### config.mk
export PLATFORM = sky130hd
export DESIGN_NAME = postfix_stack_evaluator
export DESIGN_NICKNAME = d
export VERILOG_FILES = /design/src/pse_pkg.sv /design/src/pse_stack_ram.sv /design/src/pse_alu.sv /design/src/postfix_stack_evaluator.sv
export SDC_FILE = /design/constraint.sdc
export NUM_CORES = 2
export LEC_CHECK = 0
export BUFFER_PORTS_ARGS = -buffer_cell sky130_fd_sc_hd__buf_2
export CORE_MARGIN = 5
export CORE_UTILIZATION = 40
export DETAILED_ROUTE_END_ITERATION = 8
export PLACE_DENSITY = 0.52
export SLEW_MARGIN = 20
export SYNTH_ARGS = -nofsm -noshare
export SYNTH_HDL_FRONTEND = slang
export SYNTH_SLANG_ARGS = --single-unit
export TNS_END_PERCENT = 1
### constraint.sdc
create_clock -name clk -period 9.3 [get_ports clk]
set_input_delay 0.465 -clock clk [delete_from_list [all_inputs] [get_ports clk]]
set_output_delay 0.465 -clock clk [all_outputs]
set_load 0.005 [all_outputs]
### src/pse_pkg.sv
package pse_pkg;
  localparam int StackDepth = 16;
  localparam int AddrW = $clog2(StackDepth);
  localparam int SpW = $clog2(StackDepth + 1);

  typedef enum logic [2:0] {
    OP_PUSH = 3'd0, OP_NEG = 3'd1, OP_ADD = 3'd2, OP_SUB = 3'd3,
    OP_MUL = 3'd4, OP_DIV = 3'd5, OP_MOD = 3'd6, OP_END = 3'd7
  } op_t;

  typedef enum logic [2:0] {
    ST_OK = 3'd0, ST_EMPTY = 3'd1, ST_UNUSED = 3'd2, ST_DIVZERO = 3'd3,
    ST_NEGMOD = 3'd4, ST_OVERFLOW = 3'd5
  } status_t;

  typedef enum logic [2:0] {
    S_IDLE, S_READ, S_EXEC, S_WAIT, S_WRITE, S_OUT
  } state_t;

  // request and response between control and the iterative arithmetic unit
  typedef struct packed {
    logic start;
    logic is_mul;
    logic is_mod;
  } alu_req_t;

  typedef struct packed {
    logic done;
  } alu_rsp_t;
endpackage

### src/pse_stack_ram.sv
module pse_stack_ram #(
  parameter int Depth = 16,
  parameter int Width = 64,
  localparam int AW = $clog2(Depth)
) (
  input  logic             clk,
  input  logic             we,
  input  logic [AW-1:0]    waddr,
  input  logic [Width-1:0] wdata,
  input  logic [AW-1:0]    raddr_a,
  input  logic [AW-1:0]    raddr_b,
  output logic [Width-1:0] rdata_a,
  output logic [Width-1:0] rdata_b
);
  logic [Width-1:0] mem [Depth];

  // one write port, two registered read ports
  always_ff @(posedge clk) begin
    if (we) mem[waddr] <= wdata;
    rdata_a <= mem[raddr_a];
    rdata_b <= mem[raddr_b];
  end
endmodule

### src/pse_alu.sv
module pse_alu (
  input  logic             clk,
  input  logic             rst,
  input  pse_pkg::alu_req_t req,
  input  logic [63:0]      lhs,
  input  logic [63:0]      rhs,
  output pse_pkg::alu_rsp_t rsp,
  output logic [63:0]      res
);
  import pse_pkg::*;

  logic        busy;
  logic        is_mul;
  logic        neg_q;
  logic [6:0]  cnt;
  logic [63:0] acc;
  logic [63:0] a;
  logic [63:0] b;
  logic [64:0] rem;
  logic [64:0] rem_sh;
  logic [64:0] diff;
  logic        keep_rem;

  assign rem_sh = {rem[63:0], a[63]};
  assign diff = rem_sh - {1'b0, b};

  // one bit per cycle: shift-add multiply or restoring divide
  always_ff @(posedge clk) begin
    if (rst) begin
      busy <= 1'b0;
      rsp.done <= 1'b0;
    end else begin
      rsp.done <= 1'b0;
      if (req.start) begin
        busy <= 1'b1;
        cnt <= 7'd0;
        is_mul <= req.is_mul;
        keep_rem <= req.is_mod;
        neg_q <= lhs[63] ^ rhs[63];
        acc <= 64'd0;
        rem <= 65'd0;
        if (req.is_mul) begin
          a <= lhs;
          b <= rhs;
        end else begin
          a <= lhs[63] ? -lhs : lhs;
          b <= rhs[63] ? -rhs : rhs;
        end
      end else if (busy) begin
        cnt <= cnt + 7'd1;
        if (is_mul) begin
          if (b[0]) acc <= acc + a;
          a <= a << 1;
          b <= b >> 1;
        end else begin
          a <= {a[62:0], ~diff[64]};
          rem <= diff[64] ? rem_sh : diff;
        end
        if (cnt == 7'd63) begin
          busy <= 1'b0;
          rsp.done <= 1'b1;
        end
      end
    end
  end

  always_comb begin
    if (is_mul) res = acc;
    else if (keep_rem) res = rem[63:0];
    else res = neg_q ? -a : a;
  end
endmodule

### src/postfix_stack_evaluator.sv
// Postfix evaluator: one token at a time on a 16-entry operand stack held in a
// two-read-port RAM. Negate, add and subtract are computed directly; multiply,
// divide and modulo go through the one-bit-per-cycle arithmetic unit.
// An end token gives one item of value and status, held until the receiver
// takes it; other tokens give none. Errors latch until end; end clears the
// stack.
module postfix_stack_evaluator (
  input  logic        clk,
  input  logic        rst,
  input  logic        in_valid,
  output logic        in_ready,
  input  logic [2:0]  op,
  input  logic signed [63:0] token_value,
  output logic        out_valid,
  input  logic        out_ready,
  output logic signed [63:0] result_value,
  output logic [2:0]  status
);
  import pse_pkg::*;

  state_t state, state_next;
  logic [SpW-1:0] sp;
  logic [2:0]     err;
  logic           seen;
  op_t            cur_op;
  logic [63:0]    cur_val;

  logic             we;
  logic [AddrW-1:0] waddr;
  logic [63:0]      wdata;
  logic [AddrW-1:0] ra;
  logic [AddrW-1:0] rb;
  logic [63:0]      rd_r;
  logic [63:0]      rd_l;
  alu_req_t         req;
  alu_rsp_t         rsp;
  logic [63:0]      alu_res;
  logic [63:0]      simple_res;

  logic [SpW-1:0] sp_m1;
  logic [SpW-1:0] sp_m2;
  assign sp_m1 = sp - SpW'(1);
  assign sp_m2 = sp - SpW'(2);
  assign ra = sp_m1[AddrW-1:0];
  assign rb = sp_m2[AddrW-1:0];

  pse_stack_ram #(.Depth(StackDepth), .Width(64)) u_ram (
    .clk(clk), .we(we), .waddr(waddr), .wdata(wdata),
    .raddr_a(ra), .raddr_b(rb), .rdata_a(rd_r), .rdata_b(rd_l)
  );

  pse_alu u_alu (
    .clk(clk), .rst(rst), .req(req), .lhs(rd_l), .rhs(rd_r),
    .rsp(rsp), .res(alu_res)
  );

  // read at address zero for the end token goes through port a when sp is 1
  assign in_ready = (state == S_IDLE);

  // next state
  always_comb begin
    state_next = state;
    unique case (state)
      S_IDLE: if (in_valid) state_next = S_READ;
      S_READ: state_next = S_EXEC;
      S_EXEC: begin
        priority if (cur_op == OP_END) state_next = S_OUT;
        else if (err != ST_OK || cur_op == OP_PUSH) state_next = S_IDLE;
        else if (cur_op == OP_NEG && sp == SpW'(0)) state_next = S_IDLE;
        else if (cur_op != OP_NEG && sp < SpW'(2)) state_next = S_IDLE;
        else if (cur_op == OP_NEG || cur_op == OP_ADD || cur_op == OP_SUB)
          state_next = S_WRITE;
        else if (cur_op != OP_MUL && rd_r == 64'd0) state_next = S_IDLE;
        else if (cur_op == OP_MOD && (rd_r[63] || rd_l[63])) state_next = S_IDLE;
        else state_next = S_WAIT;
      end
      S_WAIT: if (rsp.done) state_next = S_WRITE;
      S_WRITE: state_next = S_IDLE;
      S_OUT: if (out_ready) state_next = S_IDLE;
      default: state_next = S_IDLE;
    endcase
  end

  always_comb begin
    unique case (cur_op)
      OP_NEG: simple_res = -rd_r;
      OP_ADD: simple_res = rd_l + rd_r;
      OP_SUB: simple_res = rd_l - rd_r;
      default: simple_res = alu_res;
    endcase
  end

  // outputs: ram write and unit start
  always_comb begin
    we = 1'b0;
    waddr = ra;
    wdata = simple_res;
    req = '0;
    if (state == S_EXEC && cur_op == OP_PUSH && err == ST_OK &&
        sp < SpW'(StackDepth)) begin
      we = 1'b1;
      waddr = sp[AddrW-1:0];
      wdata = cur_val;
    end
    if (state == S_EXEC && state_next == S_WAIT) begin
      req.start = 1'b1;
      req.is_mul = (cur_op == OP_MUL);
      req.is_mod = (cur_op == OP_MOD);
    end
    if (state == S_WRITE) begin
      we = 1'b1;
      waddr = (cur_op == OP_NEG) ? ra : rb;
    end
  end

  always_ff @(posedge clk) begin
    if (rst) begin
      state <= S_IDLE;
      sp <= '0;
      err <= ST_OK;
      seen <= 1'b0;
    end else begin
      state <= state_next;
      if (state == S_EXEC && cur_op != OP_END) begin
        seen <= 1'b1;
        if (err == ST_OK) begin
          if (cur_op == OP_PUSH) begin
            if (sp < SpW'(StackDepth)) sp <= sp + SpW'(1);
            else err <= ST_OVERFLOW;
          end else if (cur_op == OP_NEG) begin
            if (sp == SpW'(0)) err <= ST_UNUSED;
          end else if (sp < SpW'(2)) err <= ST_UNUSED;
          else if ((cur_op == OP_DIV || cur_op == OP_MOD) && rd_r == 64'd0)
            err <= ST_DIVZERO;
          else if (cur_op == OP_MOD && (rd_r[63] || rd_l[63])) err <= ST_NEGMOD;
        end
      end
      if (state == S_WRITE && cur_op != OP_NEG) sp <= sp_m1;
      if (state == S_OUT && out_ready) begin
        sp <= '0;
        err <= ST_OK;
        seen <= 1'b0;
      end
    end
  end

  // latch the token and form the end item
  always_ff @(posedge clk) begin
    if (state == S_IDLE && in_valid) begin
      cur_op <= op_t'(op);
      cur_val <= token_value;
    end
    if (state == S_EXEC && cur_op == OP_END) begin
      result_value <= 64'sd0;
      priority if (err != ST_OK) status <= err;
      else if (!seen) status <= ST_EMPTY;
      else if (sp != SpW'(1)) status <= ST_UNUSED;
      else begin
        status <= ST_OK;
        result_value <= rd_r;
      end
    end
  end

  assign out_valid = (state == S_OUT);

  a_sp_range: assert property (@(posedge clk) disable iff (rst)
    sp <= SpW'(StackDepth)) else $error("stack pointer out of range");
  a_no_accept_busy: assert property (@(posedge clk) disable iff (rst)
    (state != S_IDLE) |-> !in_ready) else $error("ready while busy");
  a_end_clears: assert property (@(posedge clk) disable iff (rst)
    (out_valid && out_ready) |=> (sp == '0 && err == ST_OK))
    else $error("end did not clear");
  a_wait_start: assert property (@(posedge clk) disable iff (rst)
    req.start |=> state == S_WAIT) else $error("unit start without wait");
endmodule
Yosys cells after proc, flatten, opt, wreduce, memory -nomap -nowiden
Memory sizes are Yosys's and may differ from the RTL's. A register that Yosys moved wholly into a read port is not among the register bits.
Cells that the tools add are included.

word-level totals
  flip-flop bits (word level) = 414
  latch bits = 0
  ROM bits = 0
  memories = 1
  bits in writable memories = 1024
  input bits = 71

operators by class
  shifts and indexed selects = 0
  reduce and logical (&&, ||, !) cells = 43
  $add $sub $neg = 11
  equal/unequal tests = 21
  bitwise gates (word level) = 5
  multipliers = 0
  magnitude comparators = 2
  divide/modulo/power cells = 0
  multiplexer cells = 60

memories
  memory     depth  width  read ports  clocked after memory_dff  wr ports  line                 RTL
  u_ram.mem  16     64     2           2                         1         pse_stack_ram.sv:15  logic [Width-1:0] mem [Depth];

operator list
  operator               count
  $mux W64               19
  $neg A64 Y64           3
  $pmux W64 S3           1
  $add A64 B64 Y64       2
  $sub A65 B64 Y65       1
  $logic_not A64 Y1      1
  $sub A64 B64 Y64       1
  $mux W3                17
  $mux W5                5
  $eq A3 B3 Y1 const B   6
  $eq A3 B2 Y1 const B   5
  $pmux W3 S5            1
  $logic_and A1 B1 Y1    14
  $reduce_bool A2 Y1     7
  $mux W4                3
  $logic_not A3 Y1       3
  $mux W1                9
  $mux W2                4
  $reduce_and A4 Y1      2
  $add A7 B1 Y7 const B  1
  $eq A7 B6 Y1 const B   1
  $mux W7                1
  $eq A3 B1 Y1 const B   2
  $ne A3 B3 Y1 const B   2
  20 further kinds       31

Depth between registers and ports, before layout
  depth after elaboration = 15
  depth in mapped cells = 24

Modules after synthesis
From an unflattened synthesis, not the netlist that was laid out.

unflattened totals
  cells, all modules = 6660
  area total of the unflattened synthesis = 84740.0 um^2

modules (own cells, without submodules)
  module                   area an instance (um^2)  times used  cells an instance
  pse_stack_ram            48257.5                  1           2247
  pse_alu                  23681.5                  1           2916
  postfix_stack_evaluator  12801.0                  1           1497

Least setup slack after synthesis
OpenSTA, ideal clock, no wires.

  path kind = reg2reg
  start point = register sp[0]
  end point = memory u_ram.mem[12][0] (enable)
  arrival time = 6.105 ns
  clock period less this slack = 6.591 ns
  cell stages (with the launch flop) = 13
  path slack = 2.709 ns
  buffers on the path = 7
  setup time = 0.486 ns
  data required time = 8.814 ns
  cells stage by stage = dfxtp_1 -> clkbuf_1 -> clkbuf_1 -> buf_1 -> clkbuf_1 -> inv_1 -> ha_1 -> clkbuf_1 -> buf_1 -> clkbuf_1 -> inv_1 -> a2bb2oi_1 -> nor2_1

on the way
  cells in the longest elaborated chain, start to end = 6

RTL lines
  element                        line                            RTL
  start, declared                postfix_stack_evaluator.sv:22   logic [SpW-1:0] sp;
  start signal, assigned         postfix_stack_evaluator.sv:128  if (sp < SpW'(StackDepth)) sp <= sp + SpW'(1);
  start signal, assigned         postfix_stack_evaluator.sv:138  if (state == S_WRITE && cur_op != OP_NEG) sp <= sp_m1;
  $lt A5 B5 Y1                   postfix_stack_evaluator.sv:100  sp < SpW'(StackDepth)) begin
  $logic_and A1 B1 Y1            postfix_stack_evaluator.sv:99   if (state == S_EXEC && cur_op == OP_PUSH && err == ST_OK &&
  $mux W1                        postfix_stack_evaluator.sv:99
  $mux W1                        postfix_stack_evaluator.sv:110  if (state == S_WRITE) begin
  $mux W1                        pse_stack_ram.sv:19             if (we) mem[waddr] <= wdata;
  $mux W1 (not written as such)  pse_stack_ram.sv:19
  end, declared                  pse_stack_ram.sv:15

Several ways; a longest one is shown, not always the timed one.

Worst setup path in the final report
  start point = register cur_op[0]
  end point = memory u_ram.mem[13][60], data pin

on the way
  cells in the longest elaborated chain, start to end = 5

RTL lines
  element                                               line                            RTL
  start, declared                                       postfix_stack_evaluator.sv:25   op_t cur_op;
  start signal, assigned                                postfix_stack_evaluator.sv:150  cur_op <= op_t'(op);
  branches (longest 4 deep; another with $pmux W64 S3)  -
  $mux W64 (*)                                          postfix_stack_evaluator.sv:99
  net u_ram.wdata[60]                                   pse_stack_ram.sv:9              input logic [Width-1:0] wdata,

Mark *: on every way through the listed nets, which the timed path passes.

==> impl_summary.md <==
Yosys
Yosys attributes the largest share of cell area to sky130_fd_sc_hd__edfxtp_1, sky130_fd_sc_hd__mux4_2, sky130_fd_sc_hd__dfxtp_1, sky130_fd_sc_hd__ha_1, sky130_fd_sc_hd__xnor2_1. The cell count after synthesis is 6187. Of the post-synthesis cell area, the dominant cell type holds 50.91%.

The synthesized netlist contains 94 unique library cells. When the netlist entered floorplanning its net count stood at 6464. Dividing the synthesized area by the synthesized cell count gives 13.58 sq um.

The total of flip-flops plus latches after synthesis is 1566. The synthesized design spends more area on one cell type than any other, namely sky130_fd_sc_hd__edfxtp_1. The number of warnings issued by yosys is 0. Of the synthesized area, sequential elements account for 54.29%. The number of flops mapped to enable cells by yosys is 1424. For this run, asynchronously set or reset flops after synthesis account for 0%.

The main flop type after synthesis is sky130_fd_sc_hd__edfxtp_1. The mapped netlist covers 84000 sq um.

Setup path
For the worst setup path, the data arrival time is 7640 ps. The master of the slowest instance on the critical path is sky130_fd_sc_hd__o31ai_1. The worst setup path is captured at a flop. The kind of start point of the critical path is a flop. The setup path with the least slack is of type flop to flop. The worst path required time is 9760 ps.

The signal on the critical path passes through inv_1, nor2_1, nand2_1, buf_4, o21ai_0, fa_1, nand2b_1, a21oi_1, o21ai_0, a21oi_1, o211ai_1, a21boi_0, o31ai_1, a2111oi_0, or2_2, xnor2_1, o21ai_1. Of all nets on the critical path, the largest fanout is 35. The largest stage delay on the critical path is 1010 ps.

Timing
Measured against its own limit, the worst slew margin works out to 15.37%. In the finished design, the share of the clock period the worst path needs comes to 77.29%. Clock skew on the completed layout was measured at 60.31 ps. Setup violations remaining at the end of the flow were counted as 0.

For the pin with the worst max-slew slack, the measured transition is 1269 ps. After layout, the minimum clock period comes to 7188 ps. The number of hold violations in the final report was 0. The smallest hold slack is 89.47 ps.

The max-slew violation count is 0. The achievable clock frequency is 139.1 MHz. The sum of negative setup slack is 0 ps.

Setup repair after global routing left no endpoint under its margin.

Pwr
For this design the ratio of total power to cell area is 170.6 nW/um^2. In this run switching power makes up 24.38% of total power. The overall power consumption is 0.01616 W. For this design the total switching power over the nets is 0.003940 W.

The combinational power share is 7.5%. The internal power contribution is 0.01222 W. The analysis attributes to cell leakage a power of 31.04 nW. Per report_power, the sequential group accounts for 49.0% of the total. Across the VDD grid, the largest voltage drop is 0.1946 mV. Of the total power, the clock network draws 43.4%.

Routing
The routed design has 278900 microns of wire. The average wire length per cell after detail routing is 30.11 microns. The number of nets with antenna violations after routing is 0. The first routing iteration left 6034 violations. For this run, design rule violations remaining after detail routing come to 0.

The first-pass iteration count of the detailed router is 7. The overall via count from detail_route is 56160. The routed via count divided by cell count is 6.062.

Clocking
CTS built an H-tree with a depth of 4. The total number of clock tree sinks is 1566. TritonCTS built the clock tree. TritonCTS created 175 clock buffers. Clock latency on the worst-skew pair, taken at its later pin, is 860 ps. After clock tree synthesis, the repair step resized 0 gates. Once the clock tree was built, the setup fixing pass inserted 0 buffers. The number of buffers inserted for hold repair after clock tree synthesis is 68.

Clock tree synthesis selected as its root buffer the cell sky130_fd_sc_hd__clkbuf_16. The clock passes through at most 3 buffers. Clock-pin slew was measured on the worst setup and hold paths at 60 ps.

Placed design
The count of buffers added on input and output ports is 139. After detailed placement, the design holds a cell count of 8856. The detailed placer's ending HPWL is 188200 microns. The weighted congestion reported at the end of routability-driven placement is 0.9528.

GRT
Entering global routing, the biggest net connects 130 pins. The number of global-route vias before repair came to 54750. The global-route wire length before repair is 395700 microns. The number of antenna violations at the first check in global routing is 23. The residual overflow from global routing is 0. The overall fraction of global-route tracks in use is 25.03%.

Finish
The area added between synthesis and finish is 12.79%. The share of final-layout standard cells stronger than drive strength 1 is 20.17%. At the end of the flow the core is filled with cells to 45.25%.

The post-layout net count is 6574. Leaving out fill and tap cells, the most frequent cell in the layout is sky130_fd_sc_hd__edfxtp_1. The top cell types in the final layout, fill and taps aside, are sky130_fd_sc_hd__edfxtp_1, sky130_fd_sc_hd__mux4_2, sky130_fd_sc_hd__nand2_1. The final cell count without fillers is 9264.

Die
The floorplan step set the die width to 468.3 microns. The die covers 219300 sq um. The count of standard-cell rows is 168. The core box area is 209400 sq um. The vertical die dimension is 468.3 microns. The count of boundary I/O pins is 140. The initial utilization of the core area, before any placement, comes to 40.12%.

Outcome
The run finished with clean final reports.

Hold path
The kind of path behind the tightest hold check is primary input to flop.

Flow run
The number of max-capacitance violations reported is 0.
==> power groups by stage <==
stage          combinational (W)  clock (W)  sequential [W]
2_1_floorplan           0.000728          0         0.00800
3_3_place_gp             0.00117          0         0.00807
3_5_place_dp             0.00117          0         0.00807
4_1_cts                  0.00119    0.00717         0.00792
5_1_grt                  0.00129    0.00747         0.00792
6_report                 0.00122    0.00702         0.00792
==> worst max-delay path, delay by kind of cell (launching register included) <==
family / cells / cell delay (ps)
adder cells (fa/ha/maj): 1 / 260
AO/OA/AOI/OAI: 9 / 3940
AND/OR/NAND/NOR: 4 / 1070
buffers and inverters: 2 / 650
flip-flops: 1 / 710
XOR/XNOR: 1 / 130
==> worst paths after layout <==
check / endpoint / from / cells past startpoint / slack [ps]
worst min register to register: err[1] / err[1] / 2 / 520
worst max register to register: u_ram.mem[13][60] / cur_op[0] / 17 / 2110
worst max-delay path: u_ram.mem[13][60] / cur_op[0] / 17 / 2110
worst min-delay path: state[0] / rst / 2 / 90
==> sequential cells by signal (all words and copies together) (netlist names), 7 cells and up <==
register / cells
result_value: 64
u_alu.acc: 64
u_alu.rem: 64
u_alu.b: 64
u_alu.cnt: 7
u_ram.rdata_a: 64
cur_val: 64
u_ram.rdata_b: 64
u_alu.a: 64
u_ram.mem: 1024
==> cell usage after synthesis, types with 47 or more instances <==
master / n
sky130_fd_sc_hd__nor2_1: 379
sky130_fd_sc_hd__buf_1: 62
sky130_fd_sc_hd__dfxtp_1: 142
sky130_fd_sc_hd__mux4_2: 640
sky130_fd_sc_hd__xnor2_1: 237
sky130_fd_sc_hd__and2_1: 83
sky130_fd_sc_hd__nand3_1: 107
sky130_fd_sc_hd__xor2_1: 231
sky130_fd_sc_hd__inv_1: 143
sky130_fd_sc_hd__a21oi_1: 335
sky130_fd_sc_hd__a21o_1: 91
sky130_fd_sc_hd__ha_1: 203
sky130_fd_sc_hd__o31ai_1: 103
sky130_fd_sc_hd__o21ai_0: 227
sky130_fd_sc_hd__o21ai_1: 153
sky130_fd_sc_hd__nor3_1: 69
sky130_fd_sc_hd__nand2_1: 505
sky130_fd_sc_hd__clkbuf_1: 316
sky130_fd_sc_hd__edfxtp_1: 1424
sky130_fd_sc_hd__mux2i_1: 47
sky130_fd_sc_hd__nand2b_1: 47
==> routing by layer <==
metal  wire length, microns  vias to the layer above  GRT usage, %  part of all wire [%]
met1                 121300                    29090         36.13                    43
met2                 127500                     2234         38.75                    46
met5                      0                        -             0                     0
met4                  10850                        0         9.174                   3.9
li1                       -                    24430             -                     -
met3                  19340                      411         3.510                   6.9
==> cell type report <==
type | count | area (sq um)
antenna | 10 | 25.02
clock buffer | 218 | 4683
clock inverter | 111 | 1154
fill | 18790 | 114600
inverter | 144 | 540.5
multi-input combinational | 4067 | 36680
sequential | 1566 | 45610
tap | 2805 | 3510
timing repair buffer | 343 | 2542
==> logic make-up (layout without fill, tap and decap cells) <==
family	after synthesis	after routing	synth area share [%]
XOR/XNOR	468	468	4.880
other	0	10	0
flip-flops	1566	1566	54.29
multiplexers	692	692	17.79
buffers and inverters	554	816	2.534
AND/OR/NAND/NOR	1449	1449	8.191
adder cells (fa/ha/maj)	206	206	3.095
AO/OA/AOI/OAI	1252	1252	9.223
==> metrics by stage <==
stage | instance area [sq um] | setup WS, ps
final | 94740 | 2112
after global routing | 94720 | 1851
after global placement | 88110 | 2054
after floorplan | 84000 | 2709
after detailed placement | 88130 | 1961
after CTS | 94640 | 1935
(Power assumes the default switching activity.)
